File: config.mk
export PLATFORM = sky130hd
export DESIGN_NAME = wav_header_parser
export DESIGN_NICKNAME = d
export VERILOG_FILES = /design/src/hdl/whp_pkg.sv /design/src/hdl/whp_step.sv /design/src/hdl/wav_header_parser.sv
export SDC_FILE = /design/constraint.sdc
export NUM_CORES = 1
export LEC_CHECK = 0
export BUFFER_PORTS_ARGS = -buffer_cell sky130_fd_sc_hd__buf_2
export CORE_ASPECT_RATIO = 1.1
export CORE_UTILIZATION = 47
export CTS_CLUSTER_DIAMETER = 40
export DETAILED_ROUTE_END_ITERATION = 12
export GPL_ROUTABILITY_DRIVEN = 0
export GPL_TIMING_DRIVEN = 0
export PLACE_DENSITY = 0.62
export SETUP_SLACK_MARGIN = 0.4
export SLEW_MARGIN = 0
export SYNTH_ARGS = -nofsm -noshare
export SYNTH_HDL_FRONTEND = slang
export SYNTH_SLANG_ARGS = --single-unit
File: constraint.sdc
create_clock -name clk_i -period 20 [get_ports clk_i]
set_input_delay 2 -clock clk_i [delete_from_list [all_inputs] [get_ports clk_i]]
set_output_delay 2 -clock clk_i [all_outputs]
set_load 0.01 [all_outputs]
File: src/hdl/whp_pkg.sv
`timescale 1ns / 1ps
// whp_pkg: types and constants of the wav header parser
// item structs, parse phases, parser state and the fixed tag values; no dependencies

package whp_pkg;

  typedef struct packed {
    logic [7:0] byte_value;
    logic       first_byte;
    logic       last_byte;
  } in_item_t;

  typedef struct packed {
    logic [2:0]  parse_status;
    logic [7:0]  channel_count;
    logic [31:0] sample_rate;
    logic [1:0]  sample_type;
    logic        is_adpcm;
    logic [15:0] adpcm_block_bytes;
    logic [31:0] data_offset;
    logic [31:0] data_length;
  } out_item_t;

  typedef enum logic [3:0] {
    PH_RIFF   = 4'd0,
    PH_FSIZE  = 4'd1,
    PH_WAVE   = 4'd2,
    PH_TAG    = 4'd3,
    PH_CSIZE  = 4'd4,
    PH_SKIP   = 4'd5,
    PH_FTYPE  = 4'd6,
    PH_FCHAN  = 4'd7,
    PH_FRATE  = 4'd8,
    PH_FAVG   = 4'd9,
    PH_FALIGN = 4'd10,
    PH_FBITS  = 4'd11,
    PH_XSIZE  = 4'd12
  } phase_e;

  typedef struct packed {
    phase_e      parse_phase;
    logic [1:0]  field_byte_index;
    logic [31:0] field_assembly;
    logic [31:0] skip_remaining;
    logic [31:0] byte_position;
    logic [15:0] format_code;
    logic [7:0]  held_channels;
    logic [31:0] held_rate;
    logic [15:0] held_block_align;
    logic [1:0]  held_sample_type;
    logic        held_adpcm;
    logic [31:0] chunk_tag;
    logic        parse_done;
  } state_t;

  localparam state_t STATE_RESET = '{
    parse_phase:      PH_RIFF,
    field_byte_index: 2'd0,
    field_assembly:   32'd0,
    skip_remaining:   32'd0,
    byte_position:    32'd0,
    format_code:      16'd0,
    held_channels:    8'd0,
    held_rate:        32'd0,
    held_block_align: 16'd0,
    held_sample_type: 2'd0,
    held_adpcm:       1'b0,
    chunk_tag:        32'd0,
    parse_done:       1'b0
  };

  localparam logic [31:0] TAG_RIFF = 32'h4646_4952;
  localparam logic [31:0] TAG_WAVE = 32'h4556_4157;
  localparam logic [31:0] TAG_FMT  = 32'h2074_6D66;
  localparam logic [31:0] TAG_DATA = 32'h6174_6164;

  localparam logic [15:0] FMT_PCM       = 16'd1;
  localparam logic [15:0] FMT_FLOAT     = 16'd3;
  localparam logic [15:0] FMT_IMA_ADPCM = 16'd17;

  localparam logic [15:0] BITS_8  = 16'd8;
  localparam logic [15:0] BITS_16 = 16'd16;
  localparam logic [15:0] BITS_32 = 16'd32;

  localparam logic [2:0] ST_OK        = 3'd0;
  localparam logic [2:0] ST_NO_RIFF   = 3'd1;
  localparam logic [2:0] ST_NO_WAVE   = 3'd2;
  localparam logic [2:0] ST_BAD_FMT   = 3'd3;
  localparam logic [2:0] ST_TRUNCATED = 3'd4;

  localparam logic [1:0] SMP_U8  = 2'd0;
  localparam logic [1:0] SMP_S16 = 2'd1;
  localparam logic [1:0] SMP_S32 = 2'd2;
  localparam logic [1:0] SMP_F32 = 2'd3;

endpackage

File: src/hdl/whp_step.sv
`timescale 1ns / 1ps
// whp_step: next parser state and result for one stream byte
// purely combinational; depends on whp_pkg

module whp_step (
  input  whp_pkg::state_t    state_i,
  input  whp_pkg::in_item_t  item_i,
  output whp_pkg::state_t    state_o,
  output logic               emit_o,
  output whp_pkg::out_item_t result_o
);

  always_comb begin
    whp_pkg::state_t s;
    logic [31:0] v;
    logic [15:0] bits;
    logic [2:0]  status;
    logic        short_f;
    logic        bad;
    logic        ok;
    logic        emit;

    v       = '0;
    bits    = '0;
    status  = whp_pkg::ST_OK;
    short_f = 1'b0;
    bad     = 1'b0;
    ok      = 1'b0;
    emit    = 1'b0;
    s       = item_i.first_byte ? whp_pkg::STATE_RESET : state_i;

    if (!s.parse_done) begin
      s.byte_position = s.byte_position + 32'd1;
      if (s.parse_phase == whp_pkg::PH_SKIP) begin
        if (s.skip_remaining != 32'd0) begin
          s.skip_remaining = s.skip_remaining - 32'd1;
        end
        if (s.skip_remaining == 32'd0) begin
          s.parse_phase = whp_pkg::PH_TAG;
        end
      end else begin
        if (s.field_byte_index == 2'd0) begin
          s.field_assembly = {24'd0, item_i.byte_value};
        end else begin
          s.field_assembly[{s.field_byte_index, 3'b000} +: 8] = item_i.byte_value;
        end
        short_f = s.parse_phase inside {whp_pkg::PH_FTYPE, whp_pkg::PH_FCHAN,
                                        whp_pkg::PH_FALIGN, whp_pkg::PH_FBITS,
                                        whp_pkg::PH_XSIZE};
        if (s.field_byte_index != (short_f ? 2'd1 : 2'd3)) begin
          s.field_byte_index = s.field_byte_index + 2'd1;
        end else begin
          v = s.field_assembly;
          s.field_byte_index = 2'd0;
          case (s.parse_phase)
            whp_pkg::PH_RIFF: begin
              if (v != whp_pkg::TAG_RIFF) begin
                emit   = 1'b1;
                status = whp_pkg::ST_NO_RIFF;
              end else begin
                s.parse_phase = whp_pkg::PH_FSIZE;
              end
            end
            whp_pkg::PH_FSIZE: s.parse_phase = whp_pkg::PH_WAVE;
            whp_pkg::PH_WAVE: begin
              if (v != whp_pkg::TAG_WAVE) begin
                emit   = 1'b1;
                status = whp_pkg::ST_NO_WAVE;
              end else begin
                s.parse_phase = whp_pkg::PH_TAG;
              end
            end
            whp_pkg::PH_TAG: begin
              s.chunk_tag   = v;
              s.parse_phase = whp_pkg::PH_CSIZE;
            end
            whp_pkg::PH_CSIZE: begin
              if (s.chunk_tag == whp_pkg::TAG_FMT) begin
                s.parse_phase = whp_pkg::PH_FTYPE;
              end else if (s.chunk_tag == whp_pkg::TAG_DATA) begin
                emit   = 1'b1;
                ok     = 1'b1;
                status = whp_pkg::ST_OK;
              end else begin
                s.skip_remaining = v;
                s.parse_phase    = (v != 32'd0) ? whp_pkg::PH_SKIP : whp_pkg::PH_TAG;
              end
            end
            whp_pkg::PH_FTYPE: begin
              s.format_code = v[15:0];
              s.parse_phase = whp_pkg::PH_FCHAN;
            end
            whp_pkg::PH_FCHAN: begin
              s.held_channels = v[7:0];
              s.parse_phase   = whp_pkg::PH_FRATE;
            end
            whp_pkg::PH_FRATE: begin
              s.held_rate   = v;
              s.parse_phase = whp_pkg::PH_FAVG;
            end
            whp_pkg::PH_FAVG: s.parse_phase = whp_pkg::PH_FALIGN;
            whp_pkg::PH_FALIGN: begin
              s.held_block_align = v[15:0];
              s.parse_phase      = whp_pkg::PH_FBITS;
            end
            whp_pkg::PH_FBITS: begin
              bits = v[15:0];
              if (s.format_code == whp_pkg::FMT_PCM) begin
                if (bits == whp_pkg::BITS_8) begin
                  s.held_sample_type = whp_pkg::SMP_U8;
                end else if (bits == whp_pkg::BITS_16) begin
                  s.held_sample_type = whp_pkg::SMP_S16;
                end else if (bits == whp_pkg::BITS_32) begin
                  s.held_sample_type = whp_pkg::SMP_S32;
                end else begin
                  bad = 1'b1;
                end
                s.held_adpcm  = 1'b0;
                s.parse_phase = whp_pkg::PH_TAG;
              end else if (s.format_code == whp_pkg::FMT_FLOAT) begin
                if (bits == whp_pkg::BITS_32) begin
                  s.held_sample_type = whp_pkg::SMP_F32;
                end else begin
                  bad = 1'b1;
                end
                s.held_adpcm  = 1'b0;
                s.parse_phase = whp_pkg::PH_TAG;
              end else if (s.format_code == whp_pkg::FMT_IMA_ADPCM) begin
                s.held_sample_type = whp_pkg::SMP_S16;
                s.held_adpcm       = 1'b1;
                s.parse_phase      = whp_pkg::PH_XSIZE;
              end else begin
                bad = 1'b1;
              end
              if (bad) begin
                emit   = 1'b1;
                status = whp_pkg::ST_BAD_FMT;
              end
            end
            whp_pkg::PH_XSIZE: begin
              s.skip_remaining = {16'd0, v[15:0]};
              s.parse_phase    = (v[15:0] != 16'd0) ? whp_pkg::PH_SKIP : whp_pkg::PH_TAG;
            end
            default: s.parse_phase = whp_pkg::PH_RIFF;
          endcase
        end
      end

      if (!emit && item_i.last_byte) begin
        emit   = 1'b1;
        status = whp_pkg::ST_TRUNCATED;
      end
      if (emit) begin
        s.parse_done = 1'b1;
      end
    end

    state_o = s;
    emit_o  = emit;

    result_o.parse_status      = status;
    result_o.channel_count     = ok ? s.held_channels : 8'd0;
    result_o.sample_rate       = ok ? s.held_rate : 32'd0;
    result_o.sample_type       = ok ? s.held_sample_type : 2'd0;
    result_o.is_adpcm          = ok ? s.held_adpcm : 1'b0;
    result_o.adpcm_block_bytes = (ok && s.held_adpcm) ? s.held_block_align : 16'd0;
    result_o.data_offset       = ok ? s.byte_position : 32'd0;
    result_o.data_length       = ok ? s.field_assembly : 32'd0;
  end

endmodule

File: src/hdl/wav_header_parser.sv
`timescale 1ns / 1ps
// wav_header_parser: byte-serial riff/wave header parser, top level
// input register, parser state, result register; uses whp_pkg and whp_step
//
//   port group  direction  item         handshake
//   in_*        in         in_item_t    in_valid_i / in_stall_o
//   out_*       out        out_item_t   out_valid_o / out_stall_i
//
// one byte per cycle unless output stalls; results pass input then result register
// reset returns to the riff tag phase with everything cleared, empty registers
// stall on the output only holds the input when a byte in the input register
// would produce a result while the result register is full and stalled

module wav_header_parser (
  input  logic               clk_i,
  input  logic               rst_ni,
  input  logic               in_valid_i,
  output logic               in_stall_o,
  input  whp_pkg::in_item_t  in_item_i,
  output logic               out_valid_o,
  input  logic               out_stall_i,
  output whp_pkg::out_item_t out_item_o
);

  logic               stg_valid_q;
  whp_pkg::in_item_t  stg_item_q;
  whp_pkg::state_t    state_q;
  whp_pkg::state_t    state_d;
  logic               out_valid_q;
  whp_pkg::out_item_t out_item_q;
  whp_pkg::out_item_t result;
  logic               emit;
  logic               out_free;
  logic               advance;
  logic               accept_in;

  whp_step u_step (
    .state_i  (state_q),
    .item_i   (stg_item_q),
    .state_o  (state_d),
    .emit_o   (emit),
    .result_o (result)
  );

  assign out_free   = !out_valid_q || !out_stall_i;
  assign advance    = stg_valid_q && (!emit || out_free);
  assign in_stall_o = stg_valid_q && !advance;
  assign accept_in  = in_valid_i && !in_stall_o;

  always_ff @(posedge clk_i or negedge rst_ni) begin
    if (!rst_ni) begin
      stg_valid_q <= 1'b0;
    end else if (accept_in) begin
      stg_valid_q <= 1'b1;
    end else if (advance) begin
      stg_valid_q <= 1'b0;
    end
  end

  always_ff @(posedge clk_i) begin
    if (accept_in) begin
      stg_item_q <= in_item_i;
    end
  end

  always_ff @(posedge clk_i or negedge rst_ni) begin
    if (!rst_ni) begin
      state_q <= whp_pkg::STATE_RESET;
    end else if (advance) begin
      state_q <= state_d;
    end
  end

  always_ff @(posedge clk_i or negedge rst_ni) begin
    if (!rst_ni) begin
      out_valid_q <= 1'b0;
    end else if (advance && emit) begin
      out_valid_q <= 1'b1;
    end else if (!out_stall_i) begin
      out_valid_q <= 1'b0;
    end
  end

  always_ff @(posedge clk_i) begin
    if (advance && emit) begin
      out_item_q <= result;
    end
  end

  assign out_valid_o = out_valid_q;
  assign out_item_o  = out_item_q;

endmodule
==> reports/results.ini, run 1 <==
[place]
pre_cts_slack_ns=10.86
port_buffers=141
dp.final_hpwl_um=43220

[yosys]
synth_nets=1787
synth_seq_area_share=0.5196
syn_area_per_cell_um2=10.24
synth_top_flop_cell=dfrtp_1
synthesis.instances=1765
ys_ff_latch=348
ys_warn_count=0
synth_edf_count=136
synth_area_um2=18070
ys_types=90
synthArstFlopShare=0.6092

[routing]
wl_per_cell_um=24.62
first_iter_violations=1721
vias=16016
drc=1
wirelength_um=61660
firstDrtPassIters=10
viasPerCell=6.394
ant_nets=0

[floorplanning]
top_level_ports=142
die_w_um=189.0
die_h_um=207.7
core_um2=37500
rows=74
initial_core_util=0.4819
dieArea_um2=39240

[grt]
grt_use_met3=0.05799
grt_pass1_vias=15304
grt_max_degree=109
grt_use_met2=0.4895
grt.met1_usage=0.4118
overflow=0
grt_usage=0.3100
grt-busiest-layer=met2
antenna_found_initial=0
grt_pass1_wl_um=92590

[worst_setup_path]
critical_path.slowest_cell=clkbuf_1
cp_data_required_time_ns=18.00
ff2ff_path_depth=21
worstPathArrival_ns=8.07
crit_fanout=10
cp_cell_sequence=buf_4 -> buf_4 -> inv_1 -> clkbuf_1 -> clkbuf_1 -> clkbuf_1 -> nand2_1 -> ha_1 -> buf_2 -> buf_6 -> nor3_2 -> a32oi_1 -> a2111oi_0 -> nand4_1 -> nor3_2 -> o21ai_2 -> or3_1 -> a21oi_1 -> nor3_1 -> buf_2
cp_common_cell=clkbuf_1
cp-start-kind=flip-flop
critPathKind=reg2out
cpPeakStageDelay_ns=0.71
cp-end-kind=output port

[pwr]
ir_worst_vdd_v=0.00009222
power.total_mw=2.624
leakage_nw=8.532
p_per_area_nw_per_um2=122.8

[timing]
timing.final.ws_setup_ns=9.926
hold_viol=0
fmax_mhz=99.26
skew_ns=0.02761
worst_slew_pin_slew_ns=1.366
setup_viol=0
period_share=0.5037
grt_setup_unrepaired=no
fin_hold_ws_ns=0.4852
finalSetupTns_ns=0
period_needed_ns=10.07
max_slew_margin=0.08606
drv_slew=0

[flow_run]
cap_violations=0

[clock_tree]
cts_setup_buffers=0
cts_buffer_depth=3
cts_root_buf=clkbuf_16
ctsResizeCount=0
cts_tree=done
numCtsBuffers=53
clk_latency_ns=0.59
clkSlewWorstSetupHoldPaths_ns=0.06
cts_max_level=2
cts.sinks=348
cts_hold_buf=0

[outcome]
failed_checks=DRC
status=finished, violations left

[finish]
drive_above_1_share=0.1750
fin_nets=1988
diodes=0
area_growth_pct=18.26

[hold_path]
min_path_cells=1
hp-class=reg2reg

[synth_stat cells (6+ instances only)]
library cell,number,area [um2]
o22ai_1,19,118.9
buf_2,25,125.1
a22o_1,128,1121
nand4_1,14,87.58
or2_2,9,56.30
nand2_1,105,394.1
o31ai_1,15,112.6
or3_1,11,68.82
o21ai_0,63,315.3
mux2_2,42,473.0
o2bb2ai_1,9,78.83
a21oi_1,89,445.4
nand2b_1,15,93.84
nor2_1,224,840.8
a22oi_1,49,367.9
or4_1,11,82.58
nor4_1,18,112.6
nand4b_1,6,52.55
nor2b_1,35,219.0
clkbuf_1,91,341.6
o21bai_1,6,45.04
a32oi_1,7,61.31
ha_1,8,100.1
nor3b_1,28,210.2
edfxtp_1,136,4084
xor2_1,14,122.6
o21ai_1,10,50.05
nor4b_1,10,87.58
a21o_1,8,60.06
and2_1,17,106.4
buf_4,7,52.55
dfrtp_1,212,5305
nand3_1,44,220.2
xnor2_1,14,122.6
inv_1,28,105.1
nor3_1,53,265.3
and3_1,22,137.6
a31oi_1,28,175.2
o211ai_1,14,105.1
[report_power, final]
part	leakage, nW	switching [mW]	total, mW	internal (mW)
clock network	0.907	0.365	0.955	0.590
logic	3.40	0.532	0.792	0.260
registers	4.23	0.0566	0.876	0.820
total	8.53	0.954	2.62	1.67
[metal layers]
| metal | share of wire | vias up |
|---|---|---|
| met2 | 0.46 | 877 |
| met4 | 0.049 | 0 |
| met3 | 0.088 | 191 |
| met1 | 0.40 | 7861 |
| met5 | 0 | - |
| li1 | - | 7087 |
[cells by family (layout without fill, tap and decap cells)]
family	count (synthesis)	count (layout)	share of synthesized area
simple gates	655	655	0.1865
fa+ha+maj	8	8	0.005539
compound gates	518	518	0.2075
mux	47	47	0.02894
flops	348	348	0.5196
xor+xnor	28	28	0.01357
buf+inv	161	407	0.03836
[worst paths after layout]
check                                  end  slack (ns)     startpoint
max reg2reg                out_item_o[106]       10.97  stg_item_q[1]
max in group asynchronous      state_q[76]       17.42         rst_ni
min reg2reg                    state_q[84]        0.49    state_q[84]
min                            state_q[84]        0.49    state_q[84]
min in group asynchronous     state_q[137]        1.46         rst_ni
max                             in_stall_o        9.93  stg_item_q[1]
[sequential cells by signal (all words and copies together), names as in the netlist]
| name | cells |
|---|---|
| out_item_o | 126 |
| out_valid_o | 1 |
| state_q | 210 |
| stg_item_q | 10 |
| stg_valid_q | 1 |
[cell usage in the layout, fill, tap and decap left out, types with 9 or more instances in the layout]
| master | count |
|---|---|
| nor2_1 | 224 |
| or2_2 | 9 |
| clkbuf_1 | 101 |
| buf_2 | 165 |
| and3_1 | 22 |
| nor2b_1 | 34 |
| o21ai_0 | 63 |
| dfrtp_1 | 212 |
| nor3b_1 | 28 |
| nand2_1 | 105 |
| nor3_1 | 53 |
| edfxtp_1 | 136 |
| a31oi_1 | 28 |
| nand4_1 | 14 |
| inv_1 | 28 |
| a22oi_1 | 49 |
| or4_1 | 11 |
| nor4_1 | 18 |
| a22o_1 | 128 |
| and2_1 | 17 |
| or3_1 | 11 |
| o22ai_1 | 19 |
| clkbuf_16 | 57 |
| mux2_2 | 42 |
| o211ai_1 | 14 |
| nand3_1 | 44 |
| xor2_1 | 14 |
| nor4b_1 | 10 |
| nand2b_1 | 15 |
| o31ai_1 | 15 |
| xnor2_1 | 14 |
| o21ai_1 | 10 |
| a21oi_1 | 89 |
| o2bb2ai_1 | 9 |
[final cells by class]
type,count,area (um2)
Multi-Input combinational cell,1256,7996
Tap cell,494,618.1
Clock inverter,31,360.3
Timing Repair Buffer,146,823.3
Sequential cell,348,9389
Inverter,28,105.1
Fill cell,3289,16130
Clock buffer,69,1491
Buffer,133,588.1
[metrics by stage]
step | instance area (um2) | utilization | cells
finish | 21370 | 0.5699 | 2505
global route | 21370 | 0.5699 | 2505
CTS | 21370 | 0.5699 | 2505
detailed placement | 19520 | 0.5206 | 2405
global placement | 19390 | 0.5172 | 2400
floorplan | 18070 | - | 1765
[worst max-delay path: cells and delay by family, from the launching register on]
kind / cells / cell delay [ns]
DFF: 1 / 0.56
buffers and inverters: 9 / 3.13
AOI/OAI and AO/OA: 4 / 1.57
adders and majority gates: 1 / 0.43
and+or+nand+nor: 6 / 1.77
No activity file was read; power rests on OpenSTA's default activity.
==> inputs of run 2 (changes only) <==
==> constraint.sdc (replaced) <==
create_clock -name clk_i -period 9.7 [get_ports clk_i]
set_input_delay 0.97 -clock clk_i [delete_from_list [all_inputs] [get_ports clk_i]]
set_output_delay 0.97 -clock clk_i [all_outputs]
set_load 0.01 [all_outputs]
==> run 2 against run 1 <==
The flow now finishes without violations; sequential cell count unchanged; core utilization is 0.54 points lower; critical path depth increased by 2; sequential share of layout area increased by 0.42 points; critical endpoint is now out_item_o[102]; setup slack got worse by 9.5 ns; sequential power up 110%; global-route usage is 0.23 points higher; final cell count decreased by 0.32%; largest power group is now sequential cells.
==> reports/results.ini, run 2 (synthesis gave the netlist of run 1 again) <==
[floorplanning]
rows=74
core_um2=37500
die_h_um=207.7
initial_core_util=0.4819
dieArea_um2=39240
die_w_um=189.0
top_level_ports=142

[hold_path]
hp-class=in2async

[timing]
fin_hold_ws_ns=0.4321
period_share=0.9551
skew_ns=0.03208
grt_setup_unrepaired=no
period_needed_ns=9.264
fmax_mhz=107.9
drv_slew=0
setup_viol=0
hold_viol=0
worst_slew_pin_slew_ns=1.275
max_slew_margin=0.1499

[clock_tree]
cts_buffer_depth=3
cts_root_buf=clkbuf_16
clkSlewWorstSetupHoldPaths_ns=0.06
cts_max_level=2
cts.sinks=348
numCtsBuffers=49
clk_latency_ns=0.60
cts_hold_buf=0
cts_tree=done
cts_setup_buffers=0

[grt]
antenna_found_initial=2
grt_usage=0.3124
grt_pass1_wl_um=93160
overflow=0
grt_pass1_vias=15340
grt_max_degree=115

[pwr]
ir_worst_vdd_v=0.0001779
p_per_area_nw_per_um2=247.0
leakage_nw=8.431

[routing]
first_iter_violations=1807
wl_per_cell_um=24.62
vias=15940
viasPerCell=6.384
ant_nets=0
wirelength_um=61480
drc=0
firstDrtPassIters=6

[finish]
final-seq-area_um2=9389
fill_cells=3346
area_growth_pct=17.14
fin_cells=2497
multi_input_area_um2=8009
diodes=0
largest_register=state_q
largest_register_ffs=210
fin_nets=1984
final_common_cell=nor2_1
drive_above_1_share=0.1732
final_cell_mix=224 x nor2_1, 212 x dfrtp_1, 165 x buf_2

[worst_setup_path]
ff2ff_path_depth=22
critical_path.startpoint=stg_item_q[1]
cp_data_required_time_ns=9.97
cp-start-kind=flip-flop
r2r_start=stg_item_q[1]
critical_path.slowest_cell=o32ai_2
critPathKind=reg2reg
worstPathArrival_ns=9.54
cpPeakStageDelay_ns=0.77
reg2reg_slack_ns=0.44
crit_fanout=36
r2r-end=out_item_o[102]
cp-end-kind=flip-flop
cp_cell_sequence=buf_4 -> buf_4 -> inv_1 -> clkbuf_1 -> clkbuf_1 -> clkbuf_1 -> nand2_1 -> ha_1 -> buf_2 -> buf_6 -> nor3_2 -> a32oi_1 -> a2111oi_0 -> nand4_1 -> nor3_2 -> o21ai_2 -> o32ai_2 -> clkbuf_2 -> nor2b_4 -> buf_12 -> buf_12 -> buf_12

[place]
dp.final_hpwl_um=43260
dpl.cell_count=2404
port_buffers=141

[flow_run]
cap_violations=0

[outcome]
status=finished, final reports clean

[run 2: cell count changes in the layout (fill, tap and decap cells not counted), moves of 3 or more]
cell,before,now
inv_8,6,0
clkbuf_16,57,52
clkbuf_1,101,97
clkinv_4,3,7
clkinv_2,6,3
clkinv_8,0,3
[run 2: worst max path at each step]
stage / to / slack, ns / cells past startpoint
after floorplan: out_item_o[0] / 1.37 / 17
after global placement: out_item_o[23] / -2.87 / 19
after detailed placement: out_item_o[104] / 0.38 / 22
after CTS: in_stall_o / 0.45 / 20
after global routing: out_item_o[102] / 0.41 / 22
final: out_item_o[102] / 0.44 / 22
[run 2: layout make-up]
| type | instances | share of cell area |
|---|---|---|
| clock inverters | 31 | 0.01419 |
| repair buffers | 145 | 0.03795 |
| well taps | 494 | 0.02920 |
| multi-input cells | 1257 | 0.3783 |
| inverters | 28 | 0.004965 |
| plain buffers | 133 | 0.02784 |
| clock buffers | 61 | 0.06401 |
| flip-flops and latches | 348 | 0.4435 |
[run 2: critical path: cells and delay by family, from the launching register on]
kind	cells	cell delay (ns)
AOI/OAI and AO/OA	4	1.82
DFF	1	0.55
buffers and inverters	12	4.24
adders and majority gates	1	0.41
and+or+nand+nor	5	1.80
[run 2: metrics by stage]
step	utilization	setup slack, ns	power (mW)	TNS, ns	instance area (um2)
floorplan	-	1.368	2.881	0	18070
finish	0.5645	0.4358	5.229	0	21170
detailed placement	0.5200	0.3822	3.396	0	19500
global placement	0.5173	-2.870	3.382	-358.32	19400
CTS	0.5644	0.4501	5.192	0	21160
global route	0.5645	0.4059	5.426	0	21170
[run 2: what timing repair did]
item | 4_1_cts | 5_1_grt
resized for setup | 0 | 3
setup endpoints to repair | 36 | 37
cloned | 1 | 0
[run 2: routing by layer]
metal	routed length, um	track usage	vias up
li1	-	-	7055
met1	25240	0.4166	7803
met2	28090	0.4916	893
met3	5061	0.05342	187
met4	3081	0.1543	2
met5	10	0	-
[run 2: power breakdown]
part / leakage, nW / total (mW) / switching (mW) / internal [mW]
Sequential: 4.23 / 1.80 / 0.115 / 1.69
Clock: 0.808 / 1.79 / 0.727 / 1.07
Combinational: 3.40 / 1.63 / 1.10 / 0.534
